**config.mk**
```make
export PLATFORM = sky130hd
export DESIGN_NAME = rational_arith_gcd_reduce
export DESIGN_NICKNAME = d
export VERILOG_FILES = /design/src/hw/rtl/rag_pkg.sv /design/src/hw/rtl/rational_arith_gcd_reduce.sv /design/src/hw/rtl/rag_dp.sv /design/src/hw/rtl/rag_ctrl.sv
export VERILOG_INCLUDE_DIRS = /design/src /design/src/hw/rtl
export SDC_FILE = /design/constraint.sdc
export NUM_CORES = 1
export LEC_CHECK = 0
export BUFFER_PORTS_ARGS = -buffer_cell sky130_fd_sc_hd__buf_4
export CELL_PAD_IN_SITES_DETAIL_PLACEMENT = 0
export CELL_PAD_IN_SITES_GLOBAL_PLACEMENT = 1
export CORE_ASPECT_RATIO = 0.8
export CORE_MARGIN = 2
export CORE_UTILIZATION = 45
export CTS_CLUSTER_DIAMETER = 200
export CTS_CLUSTER_SIZE = 10
export DETAILED_ROUTE_END_ITERATION = 10
export HOLD_SLACK_MARGIN = 0.02
export PLACE_DENSITY_LB_ADDON = 0.05
export SLEW_MARGIN = 5
export SYNTH_ARGS = -nofsm -noshare
export SYNTH_HDL_FRONTEND = slang
export SYNTH_SLANG_ARGS = --single-unit
export TNS_END_PERCENT = 30
```
**constraint.sdc**
```tcl
create_clock -name clk -period 16.85 [get_ports clk]
set_input_delay 0.8425 -clock clk [delete_from_list [all_inputs] [get_ports clk]]
set_output_delay 0.8425 -clock clk [all_outputs]
set_load 0.01 [all_outputs]
```
**src/hw/rtl/assert_macros.svh**
```systemverilog
// ----------------------------------------------------------------------------
// assert_macros.svh
// assertion helpers shared by the rational gcd reduce rtl
// ----------------------------------------------------------------------------
`ifndef ASSERT_MACROS_SVH
`define ASSERT_MACROS_SVH
`ifndef NO_ASSERTIONS
// property checked every clock, off while in reset
`define RAG_ASSERT(lbl, clk, rstn, prop) \
	lbl: assert property (@(posedge clk) disable iff (!rstn) (prop)) else $error("rag check failed");
// property checked every clock, also during reset
`define RAG_ASSERT_ALWAYS(lbl, clk, prop) \
	lbl: assert property (@(posedge clk) (prop)) else $error("rag check failed");
`else
`define RAG_ASSERT(lbl, clk, rstn, prop)
`define RAG_ASSERT_ALWAYS(lbl, clk, prop)
`endif
`endif

```
**src/hw/rtl/rag_pkg.sv**
```systemverilog
// ----------------------------------------------------------------------------
// rag_pkg
// types, codes and constants of the rational gcd reduce block
// ----------------------------------------------------------------------------
package rag_pkg;

	localparam int DEFAULT_WIDTH = 32;

	// operation codes
	typedef enum logic [2:0] {
		OP_NORM    = 3'd0,
		OP_ADD     = 3'd1,
		OP_ADD_INT = 3'd2,
		OP_SUB_INT = 3'd3,
		OP_EQ      = 3'd4
	} op_t;

	typedef struct packed {
		logic [2:0]         operation;
		logic signed [31:0] a_num;
		logic signed [31:0] a_den;
		logic signed [31:0] b_num;
		logic signed [31:0] b_den;
		logic signed [31:0] int_value;
	} req_t;

	typedef struct packed {
		logic signed [31:0] res_num;
		logic signed [31:0] res_den;
		logic               is_equal;
		logic               divide_error;
	} rsp_t;

	// multiplier operand pairs
	typedef enum logic [1:0] {
		MUL_AN_BD,
		MUL_BN_AD,
		MUL_AD_BD,
		MUL_IV_AD
	} mul_sel_t;

	// divider operand pairs
	typedef enum logic [1:0] {
		DIV_X_Y,
		DIV_N_Y,
		DIV_D_Y
	} div_sel_t;

	// register write actions
	typedef enum logic [3:0] {
		WR_NONE,
		WR_N_AN_D_AD,
		WR_N_P,
		WR_N_ADD_P,
		WR_INT,
		WR_D_P,
		WR_EQ,
		WR_XY_INIT,
		WR_STEP,
		WR_RN_Q,
		WR_RD_Q,
		WR_ERR
	} wr_t;

	typedef struct packed {
		logic     load;
		logic     mul_start;
		mul_sel_t mul_sel;
		logic     div_start;
		div_sel_t div_sel;
		wr_t      wr;
		logic     out_load;
	} ctl_cmd_t;

	typedef struct packed {
		logic [2:0] op;
		logic       mul_done;
		logic       div_done;
		logic       d_zero;
		logic       rem_zero;
	} dp_status_t;

endpackage

```
**src/hw/rtl/rational_arith_gcd_reduce.sv**
```systemverilog
// ----------------------------------------------------------------------------
// rational_arith_gcd_reduce
// rational add, integer add/subtract, normalize and equality; all but
// equality end in euclid gcd reduction
// ----------------------------------------------------------------------------
// channel | valid     | stall     | payload
// request | req_valid | req_stall | req (rag_pkg::req_t)
// result  | rsp_valid | rsp_stall | rsp (rag_pkg::rsp_t)
//
// units: products are formed on the shift-add multiplier, quotients and
//   euclid remainders on the restoring divider; add takes three products.
// one request is worked at a time; the next is taken once the result sits
//   in the output register.
// reset clears the controller and the output valid; no clearing pass.
// a stalled result holds in the output register.
// ----------------------------------------------------------------------------
`include "assert_macros.svh"

module rational_arith_gcd_reduce #(
	parameter int WIDTH = rag_pkg::DEFAULT_WIDTH
) (
	input  logic          clk,
	input  logic          arst_n,
	input  logic          req_valid,
	output logic          req_stall,
	input  rag_pkg::req_t req,
	output logic          rsp_valid,
	input  logic          rsp_stall,
	output rag_pkg::rsp_t rsp
);

	rag_pkg::ctl_cmd_t   cmd;
	rag_pkg::dp_status_t status;
	rag_pkg::rsp_t       res;
	logic                rsp_valid_q;
	rag_pkg::rsp_t       rsp_q;
	logic                out_free;

	assign out_free = !rsp_valid_q || !rsp_stall;

	rag_ctrl u_ctrl (
		.clk       (clk),
		.arst_n    (arst_n),
		.req_valid (req_valid),
		.req_stall (req_stall),
		.out_free  (out_free),
		.status    (status),
		.cmd       (cmd)
	);

	rag_dp #(
		.WIDTH (WIDTH)
	) u_dp (
		.clk    (clk),
		.arst_n (arst_n),
		.req    (req),
		.cmd    (cmd),
		.status (status),
		.res    (res)
	);

	// output register
	always_ff @(posedge clk or negedge arst_n) begin
		if (!arst_n) begin
			rsp_valid_q <= 1'b0;
		end else if (cmd.out_load) begin
			rsp_valid_q <= 1'b1;
		end else if (!rsp_stall) begin
			rsp_valid_q <= 1'b0;
		end
	end

	always_ff @(posedge clk) begin
		if (cmd.out_load)
			rsp_q <= res;
	end

	assign rsp_valid = rsp_valid_q;
	assign rsp       = rsp_q;

	`RAG_ASSERT(a_no_overwrite, clk, arst_n, cmd.out_load |-> (!rsp_valid_q || !rsp_stall))
	`RAG_ASSERT(a_eq_clean, clk, arst_n,
		(rsp_valid && rsp.is_equal) |-> (rsp.res_num == 32'sd0 && !rsp.divide_error))
	`RAG_ASSERT(a_err_zero, clk, arst_n,
		(rsp_valid && rsp.divide_error) |-> (rsp.res_num == 32'sd0 && rsp.res_den == 32'sd0))

endmodule

```
**src/hw/rtl/rag_dp.sv**
```systemverilog
// ----------------------------------------------------------------------------
// rag_dp
// operand registers, shift-add multiplier and restoring divider
// ----------------------------------------------------------------------------
`include "assert_macros.svh"

module rag_dp #(
	parameter int WIDTH = rag_pkg::DEFAULT_WIDTH
) (
	input  logic                  clk,
	input  logic                  arst_n,
	input  rag_pkg::req_t         req,
	input  rag_pkg::ctl_cmd_t     cmd,
	output rag_pkg::dp_status_t   status,
	output rag_pkg::rsp_t         res
);

	localparam int CW = (WIDTH > 1) ? $clog2(WIDTH) : 1;

	logic [2:0]              op_q;
	logic signed [WIDTH-1:0] an_q, ad_q, bn_q, bd_q, iv_q;
	logic signed [WIDTH-1:0] n_q, d_q, x_q, y_q;
	logic signed [WIDTH-1:0] rn_q, rd_q;
	logic                    eq_q, err_q;

	// multiplier state
	logic             mul_busy_q, mul_done_q;
	logic [CW-1:0]    mul_cnt_q;
	logic [WIDTH-1:0] mcand_q, mplier_q, prod_q;

	// divider state
	logic             div_busy_q, div_done_q;
	logic [CW-1:0]    div_cnt_q;
	logic [WIDTH-1:0] dvd_q, dvs_q, quo_q, rem_q;
	logic             sa_q, sb_q;

	logic [WIDTH-1:0] mul_a, mul_b;
	logic [WIDTH-1:0] div_a, div_b;
	logic [WIDTH:0]   rem_sh, diff;
	logic [WIDTH-1:0] q_res, r_res;

	// operand pair selection
	always_comb begin
		unique case (cmd.mul_sel)
			rag_pkg::MUL_AN_BD: begin mul_a = an_q; mul_b = bd_q; end
			rag_pkg::MUL_BN_AD: begin mul_a = bn_q; mul_b = ad_q; end
			rag_pkg::MUL_AD_BD: begin mul_a = ad_q; mul_b = bd_q; end
			default:            begin mul_a = iv_q; mul_b = ad_q; end
		endcase
		unique case (cmd.div_sel)
			rag_pkg::DIV_N_Y: begin div_a = n_q; div_b = y_q; end
			rag_pkg::DIV_D_Y: begin div_a = d_q; div_b = y_q; end
			default:          begin div_a = x_q; div_b = y_q; end
		endcase
	end

	// one restoring step and sign fix of the results
	assign rem_sh = {rem_q, dvd_q[WIDTH-1]};
	assign diff   = rem_sh - {1'b0, dvs_q};
	assign q_res  = (sa_q ^ sb_q) ? (WIDTH'(0) - quo_q) : quo_q;
	assign r_res  = sa_q ? (WIDTH'(0) - rem_q) : rem_q;

	// shift-add multiplier, low bits only
	always_ff @(posedge clk or negedge arst_n) begin
		if (!arst_n) begin
			mul_busy_q <= 1'b0;
			mul_done_q <= 1'b0;
			mul_cnt_q  <= '0;
		end else begin
			mul_done_q <= 1'b0;
			if (cmd.mul_start) begin
				mul_busy_q <= 1'b1;
				mul_cnt_q  <= '0;
			end else if (mul_busy_q) begin
				mul_cnt_q <= mul_cnt_q + CW'(1);
				if (mul_cnt_q == CW'(WIDTH - 1)) begin
					mul_busy_q <= 1'b0;
					mul_done_q <= 1'b1;
				end
			end
		end
	end

	always_ff @(posedge clk) begin
		if (cmd.mul_start) begin
			mcand_q  <= mul_a;
			mplier_q <= mul_b;
			prod_q   <= '0;
		end else if (mul_busy_q) begin
			if (mplier_q[0])
				prod_q <= prod_q + mcand_q;
			mcand_q  <= {mcand_q[WIDTH-2:0], 1'b0};
			mplier_q <= {1'b0, mplier_q[WIDTH-1:1]};
		end
	end

	// restoring divider on magnitudes
	always_ff @(posedge clk or negedge arst_n) begin
		if (!arst_n) begin
			div_busy_q <= 1'b0;
			div_done_q <= 1'b0;
			div_cnt_q  <= '0;
		end else begin
			div_done_q <= 1'b0;
			if (cmd.div_start) begin
				div_busy_q <= 1'b1;
				div_cnt_q  <= '0;
			end else if (div_busy_q) begin
				div_cnt_q <= div_cnt_q + CW'(1);
				if (div_cnt_q == CW'(WIDTH - 1)) begin
					div_busy_q <= 1'b0;
					div_done_q <= 1'b1;
				end
			end
		end
	end

	always_ff @(posedge clk) begin
		if (cmd.div_start) begin
			sa_q  <= div_a[WIDTH-1];
			sb_q  <= div_b[WIDTH-1];
			dvd_q <= div_a[WIDTH-1] ? (WIDTH'(0) - div_a) : div_a;
			dvs_q <= div_b[WIDTH-1] ? (WIDTH'(0) - div_b) : div_b;
			rem_q <= '0;
			quo_q <= '0;
		end else if (div_busy_q) begin
			dvd_q <= {dvd_q[WIDTH-2:0], 1'b0};
			quo_q <= {quo_q[WIDTH-2:0], ~diff[WIDTH]};
			rem_q <= diff[WIDTH] ? rem_sh[WIDTH-1:0] : diff[WIDTH-1:0];
		end
	end

	// operand capture and register writes
	always_ff @(posedge clk) begin
		if (cmd.load) begin
			op_q  <= req.operation;
			an_q  <= WIDTH'(req.a_num);
			ad_q  <= WIDTH'(req.a_den);
			bn_q  <= WIDTH'(req.b_num);
			bd_q  <= WIDTH'(req.b_den);
			iv_q  <= WIDTH'(req.int_value);
			rn_q  <= '0;
			rd_q  <= '0;
			eq_q  <= 1'b0;
			err_q <= 1'b0;
		end else begin
			unique case (cmd.wr)
				rag_pkg::WR_N_AN_D_AD: begin n_q <= an_q; d_q <= ad_q; end
				rag_pkg::WR_N_P:       n_q <= prod_q;
				rag_pkg::WR_N_ADD_P:   n_q <= n_q + prod_q;
				rag_pkg::WR_INT: begin
					n_q <= (op_q == rag_pkg::OP_ADD_INT) ? (an_q + prod_q) : (prod_q - an_q);
					d_q <= ad_q;
				end
				rag_pkg::WR_D_P:       d_q <= prod_q;
				rag_pkg::WR_EQ:        eq_q <= (n_q == prod_q);
				rag_pkg::WR_XY_INIT: begin x_q <= n_q; y_q <= d_q; end
				rag_pkg::WR_STEP:    begin x_q <= y_q; y_q <= r_res; end
				rag_pkg::WR_RN_Q:      rn_q <= q_res;
				rag_pkg::WR_RD_Q:      rd_q <= q_res;
				rag_pkg::WR_ERR:       err_q <= 1'b1;
				default: ;
			endcase
		end
	end

	assign status.op       = op_q;
	assign status.mul_done = mul_done_q;
	assign status.div_done = div_done_q;
	assign status.d_zero   = (d_q == '0);
	assign status.rem_zero = (rem_q == '0);

	assign res.res_num      = 32'(rn_q);
	assign res.res_den      = 32'(rd_q);
	assign res.is_equal     = eq_q;
	assign res.divide_error = err_q;

	`RAG_ASSERT(a_mul_start_idle, clk, arst_n, cmd.mul_start |-> !mul_busy_q)
	`RAG_ASSERT(a_div_start_idle, clk, arst_n, cmd.div_start |-> !div_busy_q)
	`RAG_ASSERT(a_units_exclusive, clk, arst_n, !(mul_busy_q && div_busy_q))

endmodule

```
**src/hw/rtl/rag_ctrl.sv**
```systemverilog
// ----------------------------------------------------------------------------
// rag_ctrl
// sequencer for the operation products and the euclid reduction loop
// ----------------------------------------------------------------------------
`include "assert_macros.svh"

module rag_ctrl (
	input  logic                clk,
	input  logic                arst_n,
	input  logic                req_valid,
	output logic                req_stall,
	input  logic                out_free,
	input  rag_pkg::dp_status_t status,
	output rag_pkg::ctl_cmd_t   cmd
);

	typedef enum logic [3:0] {
		S_IDLE,
		S_DISPATCH,
		S_ADD1,
		S_ADD2,
		S_ADD3,
		S_INT1,
		S_EQ1,
		S_EQ2,
		S_SETTLE,
		S_CHECK,
		S_REM_GO,
		S_REM_WAIT,
		S_QN,
		S_QD,
		S_OUT
	} state_t;

	state_t            state_q;
	rag_pkg::ctl_cmd_t cmd_q;

	assign req_stall = (state_q != S_IDLE);

	// load goes straight to the datapath on accept
	always_comb begin
		cmd      = cmd_q;
		cmd.load = req_valid && (state_q == S_IDLE);
	end

	// state and registered commands
	always_ff @(posedge clk or negedge arst_n) begin
		if (!arst_n) begin
			state_q <= S_IDLE;
			cmd_q   <= '0;
		end else begin
			cmd_q <= '0;
			unique case (state_q)
				S_IDLE: begin
					if (req_valid)
						state_q <= S_DISPATCH;
				end
				S_DISPATCH: begin
					priority case (status.op)
						rag_pkg::OP_NORM: begin
							cmd_q.wr <= rag_pkg::WR_N_AN_D_AD;
							state_q  <= S_SETTLE;
						end
						rag_pkg::OP_ADD: begin
							cmd_q.mul_start <= 1'b1;
							cmd_q.mul_sel   <= rag_pkg::MUL_AN_BD;
							state_q         <= S_ADD1;
						end
						rag_pkg::OP_ADD_INT, rag_pkg::OP_SUB_INT: begin
							cmd_q.mul_start <= 1'b1;
							cmd_q.mul_sel   <= rag_pkg::MUL_IV_AD;
							state_q         <= S_INT1;
						end
						rag_pkg::OP_EQ: begin
							cmd_q.mul_start <= 1'b1;
							cmd_q.mul_sel   <= rag_pkg::MUL_AN_BD;
							state_q         <= S_EQ1;
						end
						default: state_q <= S_OUT;
					endcase
				end
				S_ADD1: begin
					if (status.mul_done) begin
						cmd_q.wr        <= rag_pkg::WR_N_P;
						cmd_q.mul_start <= 1'b1;
						cmd_q.mul_sel   <= rag_pkg::MUL_BN_AD;
						state_q         <= S_ADD2;
					end
				end
				S_ADD2: begin
					if (status.mul_done) begin
						cmd_q.wr        <= rag_pkg::WR_N_ADD_P;
						cmd_q.mul_start <= 1'b1;
						cmd_q.mul_sel   <= rag_pkg::MUL_AD_BD;
						state_q         <= S_ADD3;
					end
				end
				S_ADD3: begin
					if (status.mul_done) begin
						cmd_q.wr <= rag_pkg::WR_D_P;
						state_q  <= S_SETTLE;
					end
				end
				S_INT1: begin
					if (status.mul_done) begin
						cmd_q.wr <= rag_pkg::WR_INT;
						state_q  <= S_SETTLE;
					end
				end
				S_EQ1: begin
					if (status.mul_done) begin
						cmd_q.wr        <= rag_pkg::WR_N_P;
						cmd_q.mul_start <= 1'b1;
						cmd_q.mul_sel   <= rag_pkg::MUL_BN_AD;
						state_q         <= S_EQ2;
					end
				end
				S_EQ2: begin
					if (status.mul_done) begin
						cmd_q.wr <= rag_pkg::WR_EQ;
						state_q  <= S_OUT;
					end
				end
				// numerator and denominator written this cycle
				S_SETTLE: state_q <= S_CHECK;
				S_CHECK: begin
					if (status.d_zero) begin
						cmd_q.wr <= rag_pkg::WR_ERR;
						state_q  <= S_OUT;
					end else begin
						cmd_q.wr <= rag_pkg::WR_XY_INIT;
						state_q  <= S_REM_GO;
					end
				end
				S_REM_GO: begin
					cmd_q.div_start <= 1'b1;
					cmd_q.div_sel   <= rag_pkg::DIV_X_Y;
					state_q         <= S_REM_WAIT;
				end
				// euclid loop: stop on a zero remainder
				S_REM_WAIT: begin
					if (status.div_done) begin
						if (status.rem_zero) begin
							cmd_q.div_start <= 1'b1;
							cmd_q.div_sel   <= rag_pkg::DIV_N_Y;
							state_q         <= S_QN;
						end else begin
							cmd_q.wr <= rag_pkg::WR_STEP;
							state_q  <= S_REM_GO;
						end
					end
				end
				S_QN: begin
					if (status.div_done) begin
						cmd_q.wr        <= rag_pkg::WR_RN_Q;
						cmd_q.div_start <= 1'b1;
						cmd_q.div_sel   <= rag_pkg::DIV_D_Y;
						state_q         <= S_QD;
					end
				end
				S_QD: begin
					if (status.div_done) begin
						cmd_q.wr <= rag_pkg::WR_RD_Q;
						state_q  <= S_OUT;
					end
				end
				S_OUT: begin
					if (out_free) begin
						cmd_q.out_load <= 1'b1;
						state_q        <= S_IDLE;
					end
				end
				default: state_q <= S_IDLE;
			endcase
		end
	end

	`RAG_ASSERT(a_out_from_out, clk, arst_n, cmd_q.out_load |-> $past(state_q == S_OUT))
	`RAG_ASSERT(a_rem_hold, clk, arst_n,
		(state_q == S_REM_WAIT && !status.div_done) |=> (state_q == S_REM_WAIT))
	`RAG_ASSERT(a_load_idle, clk, arst_n, cmd.load |=> (state_q == S_DISPATCH))

endmodule
```
# Yosys cells after proc, flatten, opt, wreduce, memory -nomap -nowiden
# Cells that the tools add are included.
totals:
  wordCells: 200
  reg_bits: 679
  output_inout_bits: 68
op_classes:
  addsub: 11
  n_mux: 71
  bitwise: 3
  reduce_logical: 26
  eq_ne: 47
op_table:
  columns: ["operator", "n"]
  rows:
  - ["2-to-1 mux 32 bit", 12]
  - ["one-hot mux 32 bit (2 select lines)", 4]
  - ["one-hot mux 32 bit (4 select lines)", 1]
  - ["subtractor 1 x 32 -> 32 bit, first input constant", 4]
  - ["adder 32 bit", 3]
  - ["one-hot mux 32 bit (3 select lines)", 1]
  - ["logical NOT 32 bit", 2]
  - ["one-hot mux 4 bit (14 select lines)", 1]
  - ["2-to-1 mux 4 bit", 13]
  - ["== test 4 bit, second input constant", 11]
  - ["one-hot mux 4 bit (10 select lines)", 1]
  - ["subtractor 33 x 32 -> 33 bit", 1]
  - ["== test 32 bit", 1]
  - ["== test 4 x 3 -> 1 bit, second input constant", 8]
  - ["subtractor 32 bit", 1]
  - ["2-to-1 mux 31 bit", 1]
  - ["2-to-1 mux 3 bit", 8]
  - ["2-to-1 mux 5 bit", 4]
  - ["!= test 2 x 1 -> 1 bit, second input constant", 9]
  - ["one-hot mux 3 bit (3 select lines)", 2]
  - ["2-to-1 mux 1 bit", 17]
  - ["== test 4 x 2 -> 1 bit, second input constant", 4]
  - ["one-hot mux 4 bit (4 select lines)", 1]
  - ["2-to-1 mux 7 bit", 2]
  - ["other kinds (24)", 46]

# Depth between registers and ports, before layout
logic_depth:
  depth_word: 5
  depth_mapped: 20
  depth_no_buf: 19

# Modules after synthesis
# A second synthesis with hierarchy kept.
hier_totals:
  cells_unflattened: 3159
  hier_area_um2: 35260.1
modules_own_cells:
  columns: ["module", "cells_each", "n_inst", "area_per_inst_um2", "seq_area_each_um2"]
  rows:
  - ["rag_dp", 2981, 1, 32311.0, 16235.6]
  - ["rational_arith_gcd_reduce", 69, 1, 2018.2, 2006.9]
  - ["rag_ctrl", 109, 1, 930.9, 375.4]

# Worst setup path after synthesis
# No wires, ideal clock.
synth_path:
  path_type: "input port to flip-flop"
  startpoint: "in req_valid"
  endpoint: "reg u_dp.y_q[0] (netlist: u_dp.div_b[0]) (enable)"
  path_buffers: 2
  setup_ns: 1.121
  path_slack_ns: 5.481
  cell_stages: 4
  arrival_ns: 10.248
  path_cell_list: "and3_1 > clkbuf_1 > clkbuf_1 > nor2_1"
synth_rtl:
  columns: ["element", "line_no", "source"]
  rows:
  - ["start: declaration", "rational_arith_gcd_reduce.sv:24", "input logic req_valid,"]
  - ["end signal: assignment", "rag_dp.sv:157", "rag_pkg::WR_XY_INIT: begin x_q <= n_q; y_q <= d_q; end"]
  - ["end signal: assignment", "rag_dp.sv:158", "rag_pkg::WR_STEP: begin x_q <= y_q; y_q <= r_res; end"]
  - ["end: declaration", "rag_dp.sv:22", "logic signed [WIDTH-1:0] n_q, d_q, x_q, y_q;"]

# Final worst setup path
layout_path:
  startpoint: "reg u_dp.an_q[4]"
  endpoint: "reg u_dp.n_q[31], data pin"
layout_between:
  elab_chain_len: 3
layout_lines:
  columns: ["element", "line_no", "source"]
  rows:
  - ["start: declaration", "rag_dp.sv:21", "logic signed [WIDTH-1:0] an_q, ad_q, bn_q, bd_q, iv_q;"]
  - ["start signal: assignment", "rag_dp.sv:137", "an_q <= WIDTH'(req.a_num);"]
  - ["subtractor 32 bit or adder 32 bit (tied branches)", "rag_dp.sv:152", "n_q <= (op_q == rag_pkg::OP_ADD_INT) ? (an_q + prod_q) : (prod_q - an_q);"]
  - ["2-to-1 mux 32 bit *", "rag_dp.sv:152", null]
  - ["one-hot mux 32 bit (4 select lines) *", "rag_dp.sv:147", "unique case (cmd.wr)"]
  - ["end signal: assignment", "rag_dp.sv:148", "rag_pkg::WR_N_AN_D_AD: begin n_q <= an_q; d_q <= ad_q; end"]
  - ["end signal: assignment", "rag_dp.sv:149", "rag_pkg::WR_N_P: n_q <= prod_q;"]
  - ["end signal: assignment", "rag_dp.sv:152", null]
  - ["end: declaration", "rag_dp.sv:22", null]
# Every way passes the cells marked *; elsewhere a longest branch is shown, timed or not.
# A chain may end at the register's enable or synchronous reset.

==> run summary <==
status = completed
WP data required = 17.22 ns
Slew @ Worst Pin = 1.14 ns
Final min period = 5.25 ns
Congestion Overflow GR = 0
worst path cell trace = nor4_2 -> nand3_1 -> nor2_1 -> nand2_1 -> or2_2 -> o41ai_1 -> xor2_1 -> a21oi_1 -> ha_1 -> o21ai_0 -> nand2b_1 -> a311oi_1 -> o32ai_1 -> a41oi_1 -> o21ai_0 -> a2111oi_0 -> or4_1 -> nand3_1
pwr dens = 83.5 nW/um^2
Worst VDD drop = 0.0000736 V
CTS max path bufs = 3
path type of the worst min-delay path = input port to asynchronous set/reset pin
# nets final = 3,655
worst setup path class = register to register
first-pass GRT wire length = 144,000 um
overall routing resource usage = 23.3%
TritonCTS Buffers = 77
CP endpoint kind = register
DRC violations left = 0
I/O pin count = 235
core box area = 77,200 um^2
DR WL/cell = 21.1 um
EDFF count, synth = 487
Worst path top cell family by delay = compound AO/OA/AOI/OAI gates
pin count of the biggest net entering global routing = 90
synth warn = 0
Worst path slowest cell = a2111oi_0
post-synthesis cell count = 3,190
Post-CTS Resized = 0
register-to-register path setup slack = 11.60 ns
CTS hold repair buffers = 0
Via-to-Cell Ratio = 5.64
Vias = 25.1k
Cell Area, Placed = 37,900 um^2
max FFs per register = 66
period utilization = 31.2%
postcts setup bufs = 0
Final Hold Fails = 0
CP bufs+invs = 0
maxcap violations = 0
Leakage = 14.4 nW
Final Wtd Congestion = 0.868
RSZ-0062 raised after global routing = no
final setup TNS = 0 ns
Critical R2R Capture = u_dp.n_q[31]
drt first pass iters = 5
sequential fraction of the synthesis area = 53.0%
Initial Util = 45.5%
crit path DAT = 5.62 ns
Distinct cells, synth = 79
clk_lat worst skew = 0.64 ns
die width = 316 um
Post-synth ARST share = 4.42%
Synth Flop Type = edfxtp_1
Rows = 91
Worst Path Max Fanout = 8
CTS tree = built
average size of a mapped cell = 11.0 um^2
Slew Limit Fails = 0
root buffer cell = clkbuf_16
Post-Route WL = 94,100 um
flops & latches, synth = 679
R2R Path Start = u_dp.an_q[4]
Iter 0 DRT Violations = 2,068
Synth Net Count = 3,471
antenna-violating nets left = 0
Reg2Reg Depth = 18
layout cells sized above 1 = 15.7%
Post-Syn Area = 35,100 um^2
Clock Pin Slew Worst Setup and Hold Paths = 0.07 ns
initial antenna violation count = 3
crit path launch type = register
Clock Skew = 0.0227 ns
setup violators final = 0
die height = 254 um
Final Instance Area = 40,100 um^2
max incr delay on CP = 0.54 ns
vias in the first global route = 24.3k
antenna fix cells = 0
htree depth = 3
die area = 80,300 um^2
Max-slew headroom = 23.6%
TritonCTS Sinks = 679
synthesis-to-layout area growth = 14.3%
f_max = 191 MHz
hpwl dp = 70,400 um
Port Buffer Count = 234
## cell families (layout without fill, tap and decap cells)
family,after synthesis,in the layout,synth area share (%)
and+or+nand+nor,855,855,11.4
adders and majority gates,114,114,4.13
buffers and inverters,248,489,2.67
xor gates and xnor gates,258,258,6.44
muxes,234,234,8.18
DFF,679,679,53.0
AOI/OAI and AO/OA,802,802,14.2
## metrics by stage
step	std cells	setup slack (ns)	hold WS [ns]	utilization (%)	total power (W)
6_report	4454	11.60	0.163	52.0	0.00335
5_1_grt	4454	11.01	0.168	52.0	0.00345
4_1_cts	4454	11.65	0.140	52.0	0.00339
3_5_place_dp	4318	11.69	0.413	49.1	0.00184
3_3_place_gp	4318	11.75	0.415	49.1	0.00184
2_1_floorplan	3190	5.48	0.408	-	0.00181
## synthesized netlist by cell type (30+ instances only)
| master | count | area (um^2) |
|---|---|---|
| a211oi_1 | 65 | 488 |
| a21o_1 | 40 | 300 |
| a21oi_1 | 308 | 1540 |
| a22oi_1 | 33 | 248 |
| clkbuf_1 | 138 | 518 |
| dfrtp_1 | 30 | 751 |
| dfxtp_1 | 162 | 3240 |
| edfxtp_1 | 487 | 14600 |
| ha_1 | 111 | 1390 |
| inv_1 | 81 | 304 |
| mux2_2 | 104 | 1170 |
| mux2i_1 | 98 | 981 |
| mux4_2 | 32 | 721 |
| nand2_1 | 227 | 852 |
| nand2b_1 | 30 | 188 |
| nand3_1 | 44 | 220 |
| nor2_1 | 335 | 1260 |
| nor3_1 | 39 | 195 |
| o21ai_0 | 165 | 826 |
| o31ai_1 | 30 | 225 |
| xnor2_1 | 132 | 1160 |
| xor2_1 | 126 | 1100 |
## cell usage in the layout, fill, tap and decap left out, types with 32 or more instances in the layout
cell	n
edfxtp_1	487
nor2_1	330
a21oi_1	308
buf_4	271
nand2_1	226
o21ai_0	165
dfxtp_1	162
xnor2_1	132
xor2_1	126
ha_1	111
mux2_2	104
mux2i_1	98
inv_1	81
clkbuf_16	78
a211oi_1	65
clkbuf_1	52
nand3_1	44
a21o_1	40
nor3_1	34
a22oi_1	33
mux4_2	32
## power breakdown
part | switching [W] | total (W) | internal, W
Sequential | 0.0000000000000000000152 | 0.00177 | 0.00177
Clock | 0.000671 | 0.00154 | 0.000870
Combinational | 0.00000953 | 0.0000335 | 0.0000240
## per-layer routing
layer / wire, um / vias to the layer above / track usage, % / part of all wire, %
met5: 0 / - / 0 / 0
met1: 49300 / 12200 / 37.6 / 52
li1: - / 12200 / - / -
met3: 4990 / 96 / 3.62 / 5.3
met2: 38200 / 670 / 32.4 / 41
met4: 1530 / 0 / 5.24 / 1.6
## worst max-delay path by stage
stage / slack (ns) / from / endpoint / depth (start not counted)
floorplan: 5.48 / req_valid / u_dp.div_b[0] / 4
global placement: 11.75 / u_dp.an_q[4] / u_dp.n_q[31] / 18
detailed placement: 11.69 / u_dp.an_q[4] / u_dp.n_q[31] / 18
CTS: 11.65 / u_dp.an_q[4] / u_dp.n_q[31] / 18
global route: 11.01 / u_dp.an_q[4] / u_dp.n_q[31] / 18
finish: 11.60 / u_dp.an_q[4] / u_dp.n_q[31] / 18
## area by class of cell
cell class                      count  area, um^2
Inverter                           82         308
Timing Repair Buffer              271        2030
Clock inverter                      6         100
Clock buffer                      130        2150
Fill cell                        6866       37100
Tap cell                         1023        1280
Sequential cell                   679       18600
Multi-Input combinational cell   2263       15600
No activity file was read; power rests on OpenSTA's default activity.
